### src/sv/pehr_pkg.sv
// Shared types, codes and constants for the pointer event to HID report block.
package pehr_pkg;

  localparam int XY_W        = 13;
  localparam int BTN_W       = 3;
  localparam int OUT_TDATA_W = 32;
  localparam int CFG_IDX_W   = 3;
  localparam int CFG_DATA_W  = 16;
  localparam int RECT_W      = 13;
  localparam int AGE_W       = 16;
  localparam int LIMIT_W     = 8;
  localparam int SCALE_BITS  = 12;
  localparam int DELTA_MAX   = 127;
  localparam int DIV_STEPS   = 12;
  localparam int DIV_CNT_W   = 4;

  localparam logic [AGE_W-1:0]   LONG_PRESS_RESET = 16'd500;
  localparam logic [LIMIT_W-1:0] MOVE_LIMIT_RESET = 8'd5;

  localparam logic [BTN_W-1:0] BTN_NONE  = 3'b000;
  localparam logic [BTN_W-1:0] BTN_LEFT  = 3'b001;
  localparam logic [BTN_W-1:0] BTN_RIGHT = 3'b010;

  // request command codes (in_tuser)
  localparam logic [1:0] CMD_TICK    = 2'd0;
  localparam logic [1:0] CMD_PRESS   = 2'd1;
  localparam logic [1:0] CMD_RELEASE = 2'd2;
  localparam logic [1:0] CMD_MOVE    = 2'd3;

  localparam logic [1:0] MODE_OFF = 2'd0;
  localparam logic [1:0] MODE_ABS = 2'd1;
  localparam logic [1:0] MODE_REL = 2'd2;

  // report kinds (out_tuser)
  localparam logic [1:0] KIND_ABS    = 2'd0;
  localparam logic [1:0] KIND_REL    = 2'd1;
  localparam logic [1:0] KIND_RCLICK = 2'd2;

  localparam logic [CFG_IDX_W-1:0] REG_MODE        = 3'd0;
  localparam logic [CFG_IDX_W-1:0] REG_RECT_LEFT   = 3'd1;
  localparam logic [CFG_IDX_W-1:0] REG_RECT_TOP    = 3'd2;
  localparam logic [CFG_IDX_W-1:0] REG_RECT_WIDTH  = 3'd3;
  localparam logic [CFG_IDX_W-1:0] REG_RECT_HEIGHT = 3'd4;
  localparam logic [CFG_IDX_W-1:0] REG_LONG_PRESS  = 3'd5;
  localparam logic [CFG_IDX_W-1:0] REG_MOVE_LIMIT  = 3'd6;

  typedef enum logic [1:0] {
    ACT_NONE,
    ACT_ABS,
    ACT_ONE,
    ACT_CLICK
  } act_t;

  typedef enum logic [2:0] {
    S_IDLE,
    S_EXEC,
    S_DIV,
    S_OUT,
    S_OUT2
  } state_t;

  typedef struct packed {
    logic capture;
    logic exec;
    logic div_step;
    logic load_out;
    logic second;
  } ctl_cmd_t;

  typedef struct packed {
    act_t action;
    logic div_last;
    logic pair;
  } ctl_stat_t;

endpackage

### src/sv/pehr_ctrl.sv
// Control state machine: request sequencing, divider pacing and output register handshake.
module pehr_ctrl (
  input  logic               clk,
  input  logic               rst_n,
  input  logic               in_tvalid,
  output logic               in_tready,
  output logic               out_tvalid,
  input  logic               out_tready,
  input  pehr_pkg::ctl_stat_t stat,
  output pehr_pkg::ctl_cmd_t  ctl
);

  pehr_pkg::state_t state_r, state_nxt;
  logic             out_valid_r, out_valid_nxt;
  logic             out_free;

  assign out_free   = !out_valid_r || out_tready;
  assign in_tready  = (state_r == pehr_pkg::S_IDLE);
  assign out_tvalid = out_valid_r;

  always_comb begin
    state_nxt = state_r;
    case (state_r)
      pehr_pkg::S_IDLE: begin
        if (in_tvalid) state_nxt = pehr_pkg::S_EXEC;
      end
      pehr_pkg::S_EXEC: begin
        case (stat.action)
          pehr_pkg::ACT_ABS:   state_nxt = pehr_pkg::S_DIV;
          pehr_pkg::ACT_ONE:   state_nxt = pehr_pkg::S_OUT;
          pehr_pkg::ACT_CLICK: state_nxt = pehr_pkg::S_OUT;
          default:             state_nxt = pehr_pkg::S_IDLE;
        endcase
      end
      pehr_pkg::S_DIV: begin
        if (stat.div_last) state_nxt = pehr_pkg::S_OUT;
      end
      pehr_pkg::S_OUT: begin
        if (out_free) state_nxt = stat.pair ? pehr_pkg::S_OUT2 : pehr_pkg::S_IDLE;
      end
      pehr_pkg::S_OUT2: begin
        if (out_free) state_nxt = pehr_pkg::S_IDLE;
      end
      default: state_nxt = pehr_pkg::S_IDLE;
    endcase
  end

  always_comb begin
    ctl = '0;
    case (state_r)
      pehr_pkg::S_IDLE: ctl.capture  = in_tvalid;
      pehr_pkg::S_EXEC: ctl.exec     = 1'b1;
      pehr_pkg::S_DIV:  ctl.div_step = 1'b1;
      pehr_pkg::S_OUT:  ctl.load_out = out_free;
      pehr_pkg::S_OUT2: begin
        ctl.load_out = out_free;
        ctl.second   = 1'b1;
      end
      default: ctl = '0;
    endcase
  end

  always_comb begin
    if (ctl.load_out) out_valid_nxt = 1'b1;
    else if (out_tready) out_valid_nxt = 1'b0;
    else out_valid_nxt = out_valid_r;
  end

  always_ff @(posedge clk) begin
    if (!rst_n) begin
      state_r     <= pehr_pkg::S_IDLE;
      out_valid_r <= 1'b0;
    end else begin
      state_r     <= state_nxt;
      out_valid_r <= out_valid_nxt;
    end
  end

endmodule

### src/sv/pehr_dp.sv
// Datapath: config registers, touch state, report build, two-lane scaling divider, output register.
module pehr_dp #(
  parameter int POS_BITS = 16,
  localparam int IN_W = ((2 * POS_BITS + 4 + 7) / 8) * 8
) (
  input  logic                                clk,
  input  logic                                rst_n,
  input  logic [IN_W-1:0]                     in_tdata,
  input  logic [1:0]                          in_tuser,
  input  logic                                cfg_we,
  input  logic [pehr_pkg::CFG_IDX_W-1:0]      cfg_index,
  input  logic [pehr_pkg::CFG_DATA_W-1:0]     cfg_wdata,
  input  pehr_pkg::ctl_cmd_t                  ctl,
  output pehr_pkg::ctl_stat_t                 stat,
  output logic [pehr_pkg::OUT_TDATA_W-1:0]    out_tdata,
  output logic [1:0]                          out_tuser,
  output logic                                out_tlast
);

  localparam int P      = POS_BITS;
  localparam int RW     = pehr_pkg::RECT_W;
  localparam int SB     = pehr_pkg::SCALE_BITS;
  localparam int XW     = pehr_pkg::XY_W;
  localparam int BW     = pehr_pkg::BTN_W;
  localparam int DW     = ((P > RW) ? P : RW) + 2;
  localparam int DLT_W  = P + 1;
  localparam int SUM_W  = P + 2;
  localparam int PAD_W  = pehr_pkg::OUT_TDATA_W - 2 * XW - BW;
  localparam logic signed [DLT_W-1:0] DMAX = DLT_W'(pehr_pkg::DELTA_MAX);
  localparam logic signed [DLT_W-1:0] DMIN = -DLT_W'(pehr_pkg::DELTA_MAX);

  // latched request
  logic [1:0]          cmd_r;
  logic signed [P-1:0] px_r, py_r;
  logic                left_r;
  logic [BW-1:0]       held_r;

  // configuration
  logic [1:0]                      mode_r;
  logic [RW-1:0]                   rect_left_r, rect_top_r, rect_width_r, rect_height_r;
  logic [pehr_pkg::AGE_W-1:0]      long_press_r;
  logic [pehr_pkg::LIMIT_W-1:0]    move_limit_r;

  // touch tracking
  logic                       touch_down_r, lp_done_r, moved_far_r, prev_valid_r;
  logic [pehr_pkg::AGE_W-1:0] press_age_r, age_inc;
  logic signed [P-1:0]        press_x_r, press_y_r, prev_x_r, prev_y_r;

  // pending report
  logic [1:0]    res_kind_r, res_kind_nxt;
  logic [XW-1:0] res_x_r, res_x_nxt, res_y_r, res_y_nxt;
  logic [BW-1:0] res_btn_r, res_btn_nxt;
  logic          res_last_r, res_last_nxt;

  // divider lanes: 0 = x, 1 = y
  logic [RW-1:0]                 rem_r [2];
  logic [SB-1:0]                 q_r [2];
  logic [RW-1:0]                 rem_nxt [2];
  logic [SB-1:0]                 q_nxt [2];
  logic [RW-1:0]                 div_w [2];
  logic [RW-1:0]                 rx [2];
  logic [RW+SB-1:0]              scaled [2];
  logic [RW:0]                   div_t [2];
  logic [RW:0]                   div_d [2];
  logic                          div_ge [2];
  logic [pehr_pkg::DIV_CNT_W-1:0] cnt_r;

  // output register
  logic [1:0]    o_kind_r;
  logic [XW-1:0] o_x_r, o_y_r;
  logic [BW-1:0] o_btn_r;
  logic          o_last_r;

  logic signed [DW-1:0]    off_x, off_y;
  logic signed [DLT_W-1:0] dx_raw, dy_raw, mx, my;
  logic [DLT_W-1:0]        ax, ay;
  logic [SUM_W-1:0]        travel;
  logic                    far;
  logic                    lp_fire;
  pehr_pkg::act_t          action;

  function automatic logic [RW-1:0] clamp_rect(input logic signed [DW-1:0] v,
                                               input logic [RW-1:0] lim);
    logic signed [DW-1:0] lim_s;
    lim_s = $signed(DW'(lim));
    if (v < 0) return '0;
    else if (v > lim_s) return lim;
    else return v[RW-1:0];
  endfunction

  function automatic logic [XW-1:0] clamp_delta(input logic signed [DLT_W-1:0] v);
    if (v > DMAX) return XW'(DMAX);
    else if (v < DMIN) return XW'(DMIN);
    else return XW'(v);
  endfunction

  // absolute mapping
  assign off_x = DW'(px_r) - $signed(DW'(rect_left_r));
  assign off_y = DW'(py_r) - $signed(DW'(rect_top_r));
  assign rx[0] = clamp_rect(off_x, rect_width_r);
  assign rx[1] = clamp_rect(off_y, rect_height_r);
  assign div_w[0] = rect_width_r;
  assign div_w[1] = rect_height_r;

  // relative delta and travel since press
  assign dx_raw = prev_valid_r ? (DLT_W'(px_r) - DLT_W'(prev_x_r)) : '0;
  assign dy_raw = prev_valid_r ? (DLT_W'(py_r) - DLT_W'(prev_y_r)) : '0;
  assign mx     = DLT_W'(px_r) - DLT_W'(press_x_r);
  assign my     = DLT_W'(py_r) - DLT_W'(press_y_r);
  assign ax     = mx[DLT_W-1] ? DLT_W'(-mx) : DLT_W'(mx);
  assign ay     = my[DLT_W-1] ? DLT_W'(-my) : DLT_W'(my);
  assign travel = SUM_W'(ax) + SUM_W'(ay);
  assign far    = travel > SUM_W'(move_limit_r);

  assign age_inc = (press_age_r != '1) ? press_age_r + 1'b1 : press_age_r;
  assign lp_fire = (mode_r == pehr_pkg::MODE_REL) && touch_down_r && !lp_done_r &&
                   !moved_far_r && (age_inc > long_press_r);

  always_comb begin
    action = pehr_pkg::ACT_NONE;
    if (cmd_r == pehr_pkg::CMD_TICK) begin
      if (lp_fire) action = pehr_pkg::ACT_ONE;
    end else if (mode_r == pehr_pkg::MODE_ABS) begin
      if (rect_width_r != '0 && rect_height_r != '0) action = pehr_pkg::ACT_ABS;
    end else if (mode_r == pehr_pkg::MODE_REL) begin
      case (cmd_r)
        pehr_pkg::CMD_MOVE:    action = pehr_pkg::ACT_ONE;
        pehr_pkg::CMD_RELEASE: begin
          if (left_r && !lp_done_r && !moved_far_r) action = pehr_pkg::ACT_CLICK;
        end
        default: action = pehr_pkg::ACT_NONE;
      endcase
    end
  end

  always_comb begin
    res_kind_nxt = pehr_pkg::KIND_REL;
    res_x_nxt    = '0;
    res_y_nxt    = '0;
    res_btn_nxt  = pehr_pkg::BTN_NONE;
    res_last_nxt = 1'b1;
    case (action)
      pehr_pkg::ACT_ABS: begin
        res_kind_nxt = pehr_pkg::KIND_ABS;
        res_btn_nxt  = held_r;
      end
      pehr_pkg::ACT_ONE: begin
        if (cmd_r == pehr_pkg::CMD_TICK) begin
          res_kind_nxt = pehr_pkg::KIND_RCLICK;
          res_btn_nxt  = pehr_pkg::BTN_RIGHT;
        end else begin
          res_x_nxt = clamp_delta(dx_raw);
          res_y_nxt = clamp_delta(dy_raw);
        end
      end
      pehr_pkg::ACT_CLICK: begin
        res_btn_nxt  = pehr_pkg::BTN_LEFT;
        res_last_nxt = 1'b0;
      end
      default: res_last_nxt = 1'b1;
    endcase
  end

  // restoring divide of rx*4095 by the rectangle size, one quotient bit per lane per cycle
  always_comb begin
    for (int i = 0; i < 2; i++) begin
      scaled[i] = {rx[i], SB'(0)} - (RW + SB)'(rx[i]);
      div_t[i]  = {rem_r[i], q_r[i][SB-1]};
      div_ge[i] = div_t[i] >= {1'b0, div_w[i]};
      div_d[i]  = div_t[i] - {1'b0, div_w[i]};
      if (ctl.exec) begin
        rem_nxt[i] = scaled[i][RW+SB-1:SB];
        q_nxt[i]   = scaled[i][SB-1:0];
      end else begin
        rem_nxt[i] = div_ge[i] ? div_d[i][RW-1:0] : div_t[i][RW-1:0];
        q_nxt[i]   = {q_r[i][SB-2:0], div_ge[i]};
      end
    end
  end

  always_ff @(posedge clk) begin
    if (ctl.exec || ctl.div_step) begin
      for (int i = 0; i < 2; i++) begin
        rem_r[i] <= rem_nxt[i];
        q_r[i]   <= q_nxt[i];
      end
    end
  end

  always_ff @(posedge clk) begin
    if (!rst_n) cnt_r <= '0;
    else if (ctl.exec) cnt_r <= '0;
    else if (ctl.div_step) cnt_r <= cnt_r + 1'b1;
  end

  // request capture
  always_ff @(posedge clk) begin
    if (ctl.capture) begin
      cmd_r  <= in_tuser;
      px_r   <= in_tdata[P-1:0];
      py_r   <= in_tdata[2*P-1:P];
      left_r <= in_tdata[2*P];
      held_r <= in_tdata[2*P+BW:2*P+1];
    end
  end

  always_ff @(posedge clk) begin
    if (!rst_n) begin
      mode_r        <= pehr_pkg::MODE_OFF;
      rect_left_r   <= '0;
      rect_top_r    <= '0;
      rect_width_r  <= '0;
      rect_height_r <= '0;
      long_press_r  <= pehr_pkg::LONG_PRESS_RESET;
      move_limit_r  <= pehr_pkg::MOVE_LIMIT_RESET;
    end else if (cfg_we) begin
      case (cfg_index)
        pehr_pkg::REG_MODE:        mode_r        <= cfg_wdata[1:0];
        pehr_pkg::REG_RECT_LEFT:   rect_left_r   <= cfg_wdata[RW-1:0];
        pehr_pkg::REG_RECT_TOP:    rect_top_r    <= cfg_wdata[RW-1:0];
        pehr_pkg::REG_RECT_WIDTH:  rect_width_r  <= cfg_wdata[RW-1:0];
        pehr_pkg::REG_RECT_HEIGHT: rect_height_r <= cfg_wdata[RW-1:0];
        pehr_pkg::REG_LONG_PRESS:  long_press_r  <= cfg_wdata[pehr_pkg::AGE_W-1:0];
        pehr_pkg::REG_MOVE_LIMIT:  move_limit_r  <= cfg_wdata[pehr_pkg::LIMIT_W-1:0];
        default: ;
      endcase
    end
  end

  // touch state update
  always_ff @(posedge clk) begin
    if (!rst_n) begin
      touch_down_r <= 1'b0;
      lp_done_r    <= 1'b0;
      moved_far_r  <= 1'b0;
      prev_valid_r <= 1'b0;
      press_age_r  <= '0;
      press_x_r    <= '0;
      press_y_r    <= '0;
      prev_x_r     <= '0;
      prev_y_r     <= '0;
    end else if (ctl.exec) begin
      if (cmd_r == pehr_pkg::CMD_TICK) begin
        press_age_r <= age_inc;
        // moved touch: long press is consumed silently
        if (mode_r == pehr_pkg::MODE_REL && touch_down_r && !lp_done_r &&
            (moved_far_r || age_inc > long_press_r))
          lp_done_r <= 1'b1;
      end else if (mode_r == pehr_pkg::MODE_REL) begin
        case (cmd_r)
          pehr_pkg::CMD_PRESS: begin
            if (left_r) begin
              touch_down_r <= 1'b1;
              press_age_r  <= '0;
              press_x_r    <= px_r;
              press_y_r    <= py_r;
              lp_done_r    <= 1'b0;
              moved_far_r  <= 1'b0;
            end
          end
          pehr_pkg::CMD_MOVE: begin
            prev_x_r     <= px_r;
            prev_y_r     <= py_r;
            prev_valid_r <= 1'b1;
            if (far) moved_far_r <= 1'b1;
          end
          pehr_pkg::CMD_RELEASE: begin
            if (left_r) touch_down_r <= 1'b0;
          end
          default: ;
        endcase
      end
    end
  end

  always_ff @(posedge clk) begin
    if (ctl.exec) begin
      res_kind_r <= res_kind_nxt;
      res_x_r    <= res_x_nxt;
      res_y_r    <= res_y_nxt;
      res_btn_r  <= res_btn_nxt;
    end
  end

  always_ff @(posedge clk) begin
    if (!rst_n) res_last_r <= 1'b1;
    else if (ctl.exec) res_last_r <= res_last_nxt;
  end

  always_ff @(posedge clk) begin
    if (ctl.load_out) begin
      o_kind_r <= res_kind_r;
      o_x_r    <= (res_kind_r == pehr_pkg::KIND_ABS) ? XW'(q_r[0]) : res_x_r;
      o_y_r    <= (res_kind_r == pehr_pkg::KIND_ABS) ? XW'(q_r[1]) : res_y_r;
      // second half of a click: release report
      o_btn_r  <= ctl.second ? pehr_pkg::BTN_NONE : res_btn_r;
      o_last_r <= ctl.second ? 1'b1 : res_last_r;
    end
  end

  assign stat.action   = action;
  assign stat.div_last = (cnt_r == pehr_pkg::DIV_CNT_W'(pehr_pkg::DIV_STEPS - 1));
  assign stat.pair     = !res_last_r;

  assign out_tdata = {PAD_W'(0), o_btn_r, o_y_r, o_x_r};
  assign out_tuser = o_kind_r;
  assign out_tlast = o_last_r;

endmodule

### src/sv/pointer_event_to_hid_report.sv
// Top level: pointer events and ticks in, mouse reports out.
//
// Input stream: one request per pointer event or one-millisecond tick. in_tuser carries
// the command, in_tdata the position, the left-button flag and the held buttons.
// Output stream: mouse reports; out_tuser is the report kind and out_tlast marks the
// final report caused by a request (a left click gives two reports).
// Configuration: cfg_we/cfg_index/cfg_wdata write one register per cycle; write only
// while the block is idle.
// Timing: one request is worked at a time. An accepted request is captured, worked in
// an exec state and loaded from an output state into the output register; absolute
// reports first pass through the 12-step shift-subtract divider (one quotient bit per
// cycle, x and y side by side). A click loads its second report from a further output
// state, and a request that gives no report returns straight to idle. A new request is
// taken only once the block is back in idle.
// in_tready returns as soon as the last report sits in the output register, so the
// next request is taken while that report waits.
// Stall: a held report stays in the output register unchanged; the next report waits.
// Reset (rst_n low, synchronous): registers go to their defaults (mode disabled,
// long press 500 ticks, move limit 5), touch state clears and the output empties.
module pointer_event_to_hid_report #(
  parameter int POS_BITS = 16,
  localparam int IN_W = ((2 * POS_BITS + 4 + 7) / 8) * 8
) (
  input  logic                             clk,
  input  logic                             rst_n,
  input  logic                             in_tvalid,
  output logic                             in_tready,
  // pos_x, pos_y, is_left, held_buttons, zero pad
  input  logic [IN_W-1:0]                  in_tdata,
  // cmd
  input  logic [1:0]                       in_tuser,
  output logic                             out_tvalid,
  input  logic                             out_tready,
  // out_x, out_y, buttons, zero pad
  output logic [pehr_pkg::OUT_TDATA_W-1:0] out_tdata,
  // kind
  output logic [1:0]                       out_tuser,
  output logic                             out_tlast,
  input  logic                             cfg_we,
  input  logic [pehr_pkg::CFG_IDX_W-1:0]   cfg_index,
  input  logic [pehr_pkg::CFG_DATA_W-1:0]  cfg_wdata
);

  pehr_pkg::ctl_cmd_t  ctl;
  pehr_pkg::ctl_stat_t stat;

  pehr_ctrl u_ctrl (
    .clk        (clk),
    .rst_n      (rst_n),
    .in_tvalid  (in_tvalid),
    .in_tready  (in_tready),
    .out_tvalid (out_tvalid),
    .out_tready (out_tready),
    .stat       (stat),
    .ctl        (ctl)
  );

  pehr_dp #(.POS_BITS(POS_BITS)) u_dp (
    .clk       (clk),
    .rst_n     (rst_n),
    .in_tdata  (in_tdata),
    .in_tuser  (in_tuser),
    .cfg_we    (cfg_we),
    .cfg_index (cfg_index),
    .cfg_wdata (cfg_wdata),
    .ctl       (ctl),
    .stat      (stat),
    .out_tdata (out_tdata),
    .out_tuser (out_tuser),
    .out_tlast (out_tlast)
  );

endmodule

### config.mk
export PLATFORM = sky130hd
export DESIGN_NAME = pointer_event_to_hid_report
export DESIGN_NICKNAME = d
export VERILOG_FILES = /design/src/sv/pehr_pkg.sv /design/src/sv/pehr_ctrl.sv /design/src/sv/pehr_dp.sv /design/src/sv/pointer_event_to_hid_report.sv
export SDC_FILE = /design/constraint.sdc
export NUM_CORES = 1
export LEC_CHECK = 0
export ABC_AREA = 1
export BUFFER_PORTS_ARGS = -buffer_cell sky130_fd_sc_hd__clkbuf_2
export CELL_PAD_IN_SITES_DETAIL_PLACEMENT = 1
export CELL_PAD_IN_SITES_GLOBAL_PLACEMENT = 1
export CORE_ASPECT_RATIO = 0.9
export CORE_UTILIZATION = 50
export CTS_CLUSTER_DIAMETER = 100
export DETAILED_ROUTE_END_ITERATION = 8
export PLACE_DENSITY_LB_ADDON = 0.1
export REMOVE_ABC_BUFFERS = 1
export SLEW_MARGIN = 20
export SYNTH_ARGS = -nofsm -noshare
export SYNTH_HDL_FRONTEND = slang
export SYNTH_SLANG_ARGS = --single-unit
### constraint.sdc
create_clock -name clk -period 8.32 [get_ports clk]
set_input_delay 1.248 -clock clk [delete_from_list [all_inputs] [get_ports clk]]
set_output_delay 1.248 -clock clk [all_outputs]
set_load 0.02 [all_outputs]
# After elaboration in Yosys (flattened, before gate mapping)
# Memory sizes are Yosys's and may differ from the RTL's.
# Cells that the tools add are included.
[op_classes]
addsub = 15
order_cmp = 12
n_eq_ne = 28
muxes = 62
bitwise = 3
reduce_logical = 46
[ops]
columns = ["cell", "n"]
rows = [
  ["13-bit two-way mux", 10],
  ["16-bit two-way mux", 5],
  ["17-bit two-way mux", 4],
  ["16-bit by 16-bit subtractor with 17-bit output", 4],
  ["25-bit by 13-bit subtractor with 25-bit output", 2],
  ["12-bit two-way mux", 4],
  ["17-bit by 14-bit greater-than comparator with 1-bit output", 2],
  ["17-bit by 8-bit greater-than comparator with 1-bit output (second input constant)", 2],
  ["17-bit by 1-bit less-than comparator with 1-bit output (second input constant)", 2],
  ["17-bit by 8-bit less-than comparator with 1-bit output (second input constant)", 2],
  ["17-bit negation", 2],
  ["16-bit by 14-bit subtractor with 17-bit output", 2],
  ["14-bit by 13-bit >= comparator with 1-bit output", 2],
  ["13-bit nonzero test", 2],
  ["13-bit subtractor", 2],
  ["17-bit by 17-bit adder with 18-bit output", 1],
  ["18-bit by 8-bit greater-than comparator with 1-bit output", 1],
  ["1-bit two-way mux", 18],
  ["16-bit by 1-bit adder with 16-bit output (second input constant)", 1],
  ["16-bit greater-than comparator", 1],
  ["16-bit inequality test (second input constant)", 1],
  ["3-bit two-way mux", 5],
  ["3-bit one-hot mux with 5 select lines", 1],
  ["2-bit two-way mux", 7],
  ["other kinds (26)", 83],
]
[word_totals]
register_bits = 272
ramBits = 50
inputBits = 66
out_inout_bits = 37
wordCells = 206
memories = 2
[memory_table]
columns = ["memory", "words", "word_bits", "rd", "rd_ports_with_merged_regs", "write_ports", "line_no", "source"]
rows = [
  ["u_dp.rem_r", 2, 13, 2, 0, 2, "pehr_dp.sv:56", "logic [RW-1:0] rem_r [2];"],
  ["u_dp.q_r", 2, 12, 2, 0, 2, "pehr_dp.sv:57", "logic [SB-1:0] q_r [2];"],
]

# Logic depth before layout (Yosys ltp)
[depth]
word_depth = 12
ltp_mapped = 38
depth_no_buf = 37

# Cells and area by module
# Synthesis repeated with hierarchy kept, for this count alone.
[unflattened]
cells_unflattened = 3260
hier_area_um2 = 23732.8
[by_module_without_submodules]
columns = ["module", "n_inst", "cells_per_inst", "area_per_inst_um2", "seq_area_each_um2"]
rows = [
  ["pehr_dp", 1, 3207, 23411.2, 7877.6],
  ["pehr_ctrl", 1, 53, 321.6, 80.1],
]

# Least setup slack after synthesis
# OpenSTA, ideal clock, no wires.
[synth_timing]
kind = "reg-to-reg"
start = "register u_dp.px_r[0]"
end = "memory u_dp.rem_r[0][12] in the netlist's numbering, data pin"
setup_time_ns = 0.256
arrival_ns = 4.489
t_required_ns = 8.064
slack_ns = 3.575
stages_incl_launch_ff = 36
n_path_buf = 1
synth_period_minus_slack_ns = 4.745
path_cell_list = "edfxtp_1 inv_1 ha_1 inv_1 fa_1 nand2_1 nand2_1 nand3b_1 nand2_2 a21oi_2 nor2_1 or2_2 xnor2_1 inv_1 ha_1 nand2_1 inv_1 nand2_1 nor3b_1 nand3_1 nand2_1 nand3_2 nor2_4 buf_6 nor3_1 a211oi_1 inv_1 ha_1 inv_1 nand2_1 nor2_1 inv_1 nor2_1 nand3_1 nand3_1 nand2_1"
[synth_rtl]
columns = ["element", "line_no", "source"]
rows = [
  ["start: declaration", "pehr_dp.sv:34", "logic signed [P-1:0] px_r, py_r;"],
  ["start signal: assignment", "pehr_dp.sv:200", "px_r <= in_tdata[P-1:0];"],
  ["end: declaration", "pehr_dp.sv:56", ""],
]

==> flow_summary.ini <==
[worst_setup_path]
worstPathArrival_ns = 6.76
cp-end-kind = flop
path_depth = 34
crit_family = simple AND/OR/NAND/NOR gates
start_kind = flop
ff2ff_setup_slack_ns = 1.87
r2r_cells = 34
worst_ep_required_time_ns = 8.63
crit_fanout = 14
crit_buf_inv = 7
reg2reg_from = u_dp.px_r[0]$_DFFE_PP_
path_class = flop to flop
startpoint = u_dp.px_r[0]$_DFFE_PP_
cp_slowest_cell = edfxtp_1
cpPeakStageDelay_ns = 0.41

[global_route]
track_usage_pct = 31.9
grt-ovfl-total = 0
grt_pass1_vias = 23315
grt_pass1_wl_mm = 122
grt_max_degree = 97
antenna_found_initial = 1

[logic_synthesis]
yosysTopAreaCell = edfxtp_1
yosys.cell_types.count = 54
synth.area.top_cells = edfxtp_1, dfxtp_1, nand2_1
yosys_warnings = 0
ys_seq_area_share_pct = 33.6
syn-cell-area_um2 = 23700
synth_cells = 3275
ys_ff_latch = 322
avgSynthCellArea_um2 = 7.24
yosysTopAreaCellShare_pct = 19.1

[timing]
finalCritPeriodShare_pct = 77.6
max_freq_mhz = 155
max-slew-margin-rel_pct = 28.9
tightest_slew_ns = 1.06
hold_violations = 0
maxSlewViolCount = 0
rsz0062_at_grt = false
fin_crit_ns = 6.45
postLayoutSetupSlackWorst_ns = 1.87
fin_hold_ws_ns = 0.461
skew_ns = 0.0132
report.final.setup_viol = 0
tns_ns = 0

[floorplan]
coreArea_um2 = 46700
ios = 103
placementRows = 75
die_width_um = 231
dieArea_um2 = 48300
initial_core_util_pct = 50.7
fp.dieH_um = 209

[place]
gp_congestion = 0.919
io_buffers = 95
post-place-ws_ns = 2.10
dp_cells = 3918
dp_hpwl_mm = 58.6
placed_area_um2 = 24700

[detailed_routing]
viasPerCell = 5.63
dr.pass1.iters = 5
drtIter0Drc = 1196
wirelength_mm = 76.8
via_count = 22439
wl_per_cell_um = 19.3
drcViolationCount = 0
drtAntennaViolNets = 0

[final_layout]
layout_commonest_cell = nand2_1
finalNonFillerCells = 3988
fill_cells = 6046
layout.nets = 3608
final_layout_size_suffix_gt1_share_pct = 8.48
fin_area_um2 = 26000
post-route-util_pct = 55.6
most-common-layout-cells = nand2_1, inv_1, a21oi_1
area_growth_pct = 9.60
n_antenna_cell = 0

[power_and_ir_drop]
ir_drop_v = 0.000156
p_leak_nw = 11.7
p_total_mw = 5.60
power_density_nw_per_um2 = 216

[clock_network]
clockRootBuffer = clkbuf_16
cts.sink_count = 322
cts_buffer_depth = 3
cts_tree = done
cts_hold_buf = 0
clkTransAtPathRegs_ns = 0.06
postCtsSetupBuffers = 0
cts_resized = 0
htreeDepth = 2
cts_buffers = 38
clkLatencyLatePin_ns = 0.57

[outcome]
status = finished clean

[min_path]
whs_path_depth = 2
hold_path_class = flop to flop
min_from = u_dp.press_y_r[0]$_SDFFE_PN0P_

[job]
drv_cap = 0
==> report_power, final <==
group,internal [mW],switching (mW)
clock,1.04,0.715
sequential,1.79,0.0796
combinational,0.671,1.31
==> flip-flops by register name, indices dropped and copies added, names as in the netlist, 8 cells and up <==
register and cells:
u_dp.rem_r 26, u_dp.q_r 24, u_dp.long_press_r 16, u_dp.press_age_r 16, u_dp.press_x_r 16, u_dp.press_y_r 16
u_dp.prev_x_r 16, u_dp.prev_y_r 16, u_dp.px_r 16, u_dp.py_r 16, u_dp.o_x_r 13, u_dp.o_y_r 13
u_dp.rect_height_r 13, u_dp.rect_left_r 13, u_dp.rect_top_r 13, u_dp.rect_width_r 13, u_dp.res_x_r 13, u_dp.res_y_r 13
u_dp.move_limit_r 8
==> cell type report <==
cell class | count | area (um^2) | share of cell area [%]
Sequential cell | 322 | 7960 | 30.6
Multi-Input combinational cell | 2385 | 13600 | 52.2
Clock buffer | 50 | 1080 | 4.16
Timing Repair Buffer | 104 | 546 | 2.10
Inverter | 491 | 1840 | 7.10
Tap cell | 616 | 771 | 2.97
Clock inverter | 20 | 210 | 0.809
==> metal layers <==
metal  track usage (%)  routed length [um]
met3              3.76                3560
met1              42.1               34800
met2              54.0               36200
met4              10.1                2230
met5                 0                   0
==> logic make-up after synthesis <==
| group | after synthesis | share of synthesized area [%] |
|---|---|---|
| AOI/OAI and AO/OA | 705 | 16.1 |
| xor gates and xnor gates | 119 | 4.40 |
| adders and majority gates | 200 | 10.8 |
| buffers and inverters | 570 | 9.37 |
| DFF | 322 | 33.6 |
| muxes | 23 | 1.08 |
| other | 1 | 0.0158 |
| and+or+nand+nor | 1335 | 24.6 |
==> synth_stat cells (all sizes together) <==
master     n
xnor2     39
o21bai    17
o21a       7
a221oi     1
nand3    196
fa         9
o2111ai    8
nand4     34
conb       1
clkbuf    59
o21ai    256
clkinv     2
nor2     287
nor4       9
a21boi     5
a21oi    354
nor3b      3
and2       6
inv      489
o211ai    24
xor2      80
o221ai     1
nor3      50
mux2      20
edfxtp   151
dfxtp    171
a21o      10
nand2    715
nand3b    21
ha       191
o31ai      5
buf       20
or2       14
a31oi     11
a211oi     6
mux2i      3
==> worst reg2reg max path, delay by kind of cell, from the launching register on <==
| family | cells | cell delay (ns) |
|---|---|---|
| xor gates and xnor gates | 1 | 0.32 |
| DFF | 1 | 0.41 |
| and+or+nand+nor | 20 | 2.92 |
| buffers and inverters | 7 | 0.82 |
| AOI/OAI and AO/OA | 2 | 0.57 |
| adders and majority gates | 4 | 1.16 |
==> final timing paths <==
kind                                                  endpoint
worst max-delay path                u_dp.rem_r[0][7]$_DFFE_PP_
worst min-delay path            u_dp.press_y_r[0]$_SDFFE_PN0P_
worst max register to register      u_dp.rem_r[0][7]$_DFFE_PP_
worst min register to register  u_dp.press_y_r[0]$_SDFFE_PN0P_
(Power assumes the default switching activity.)
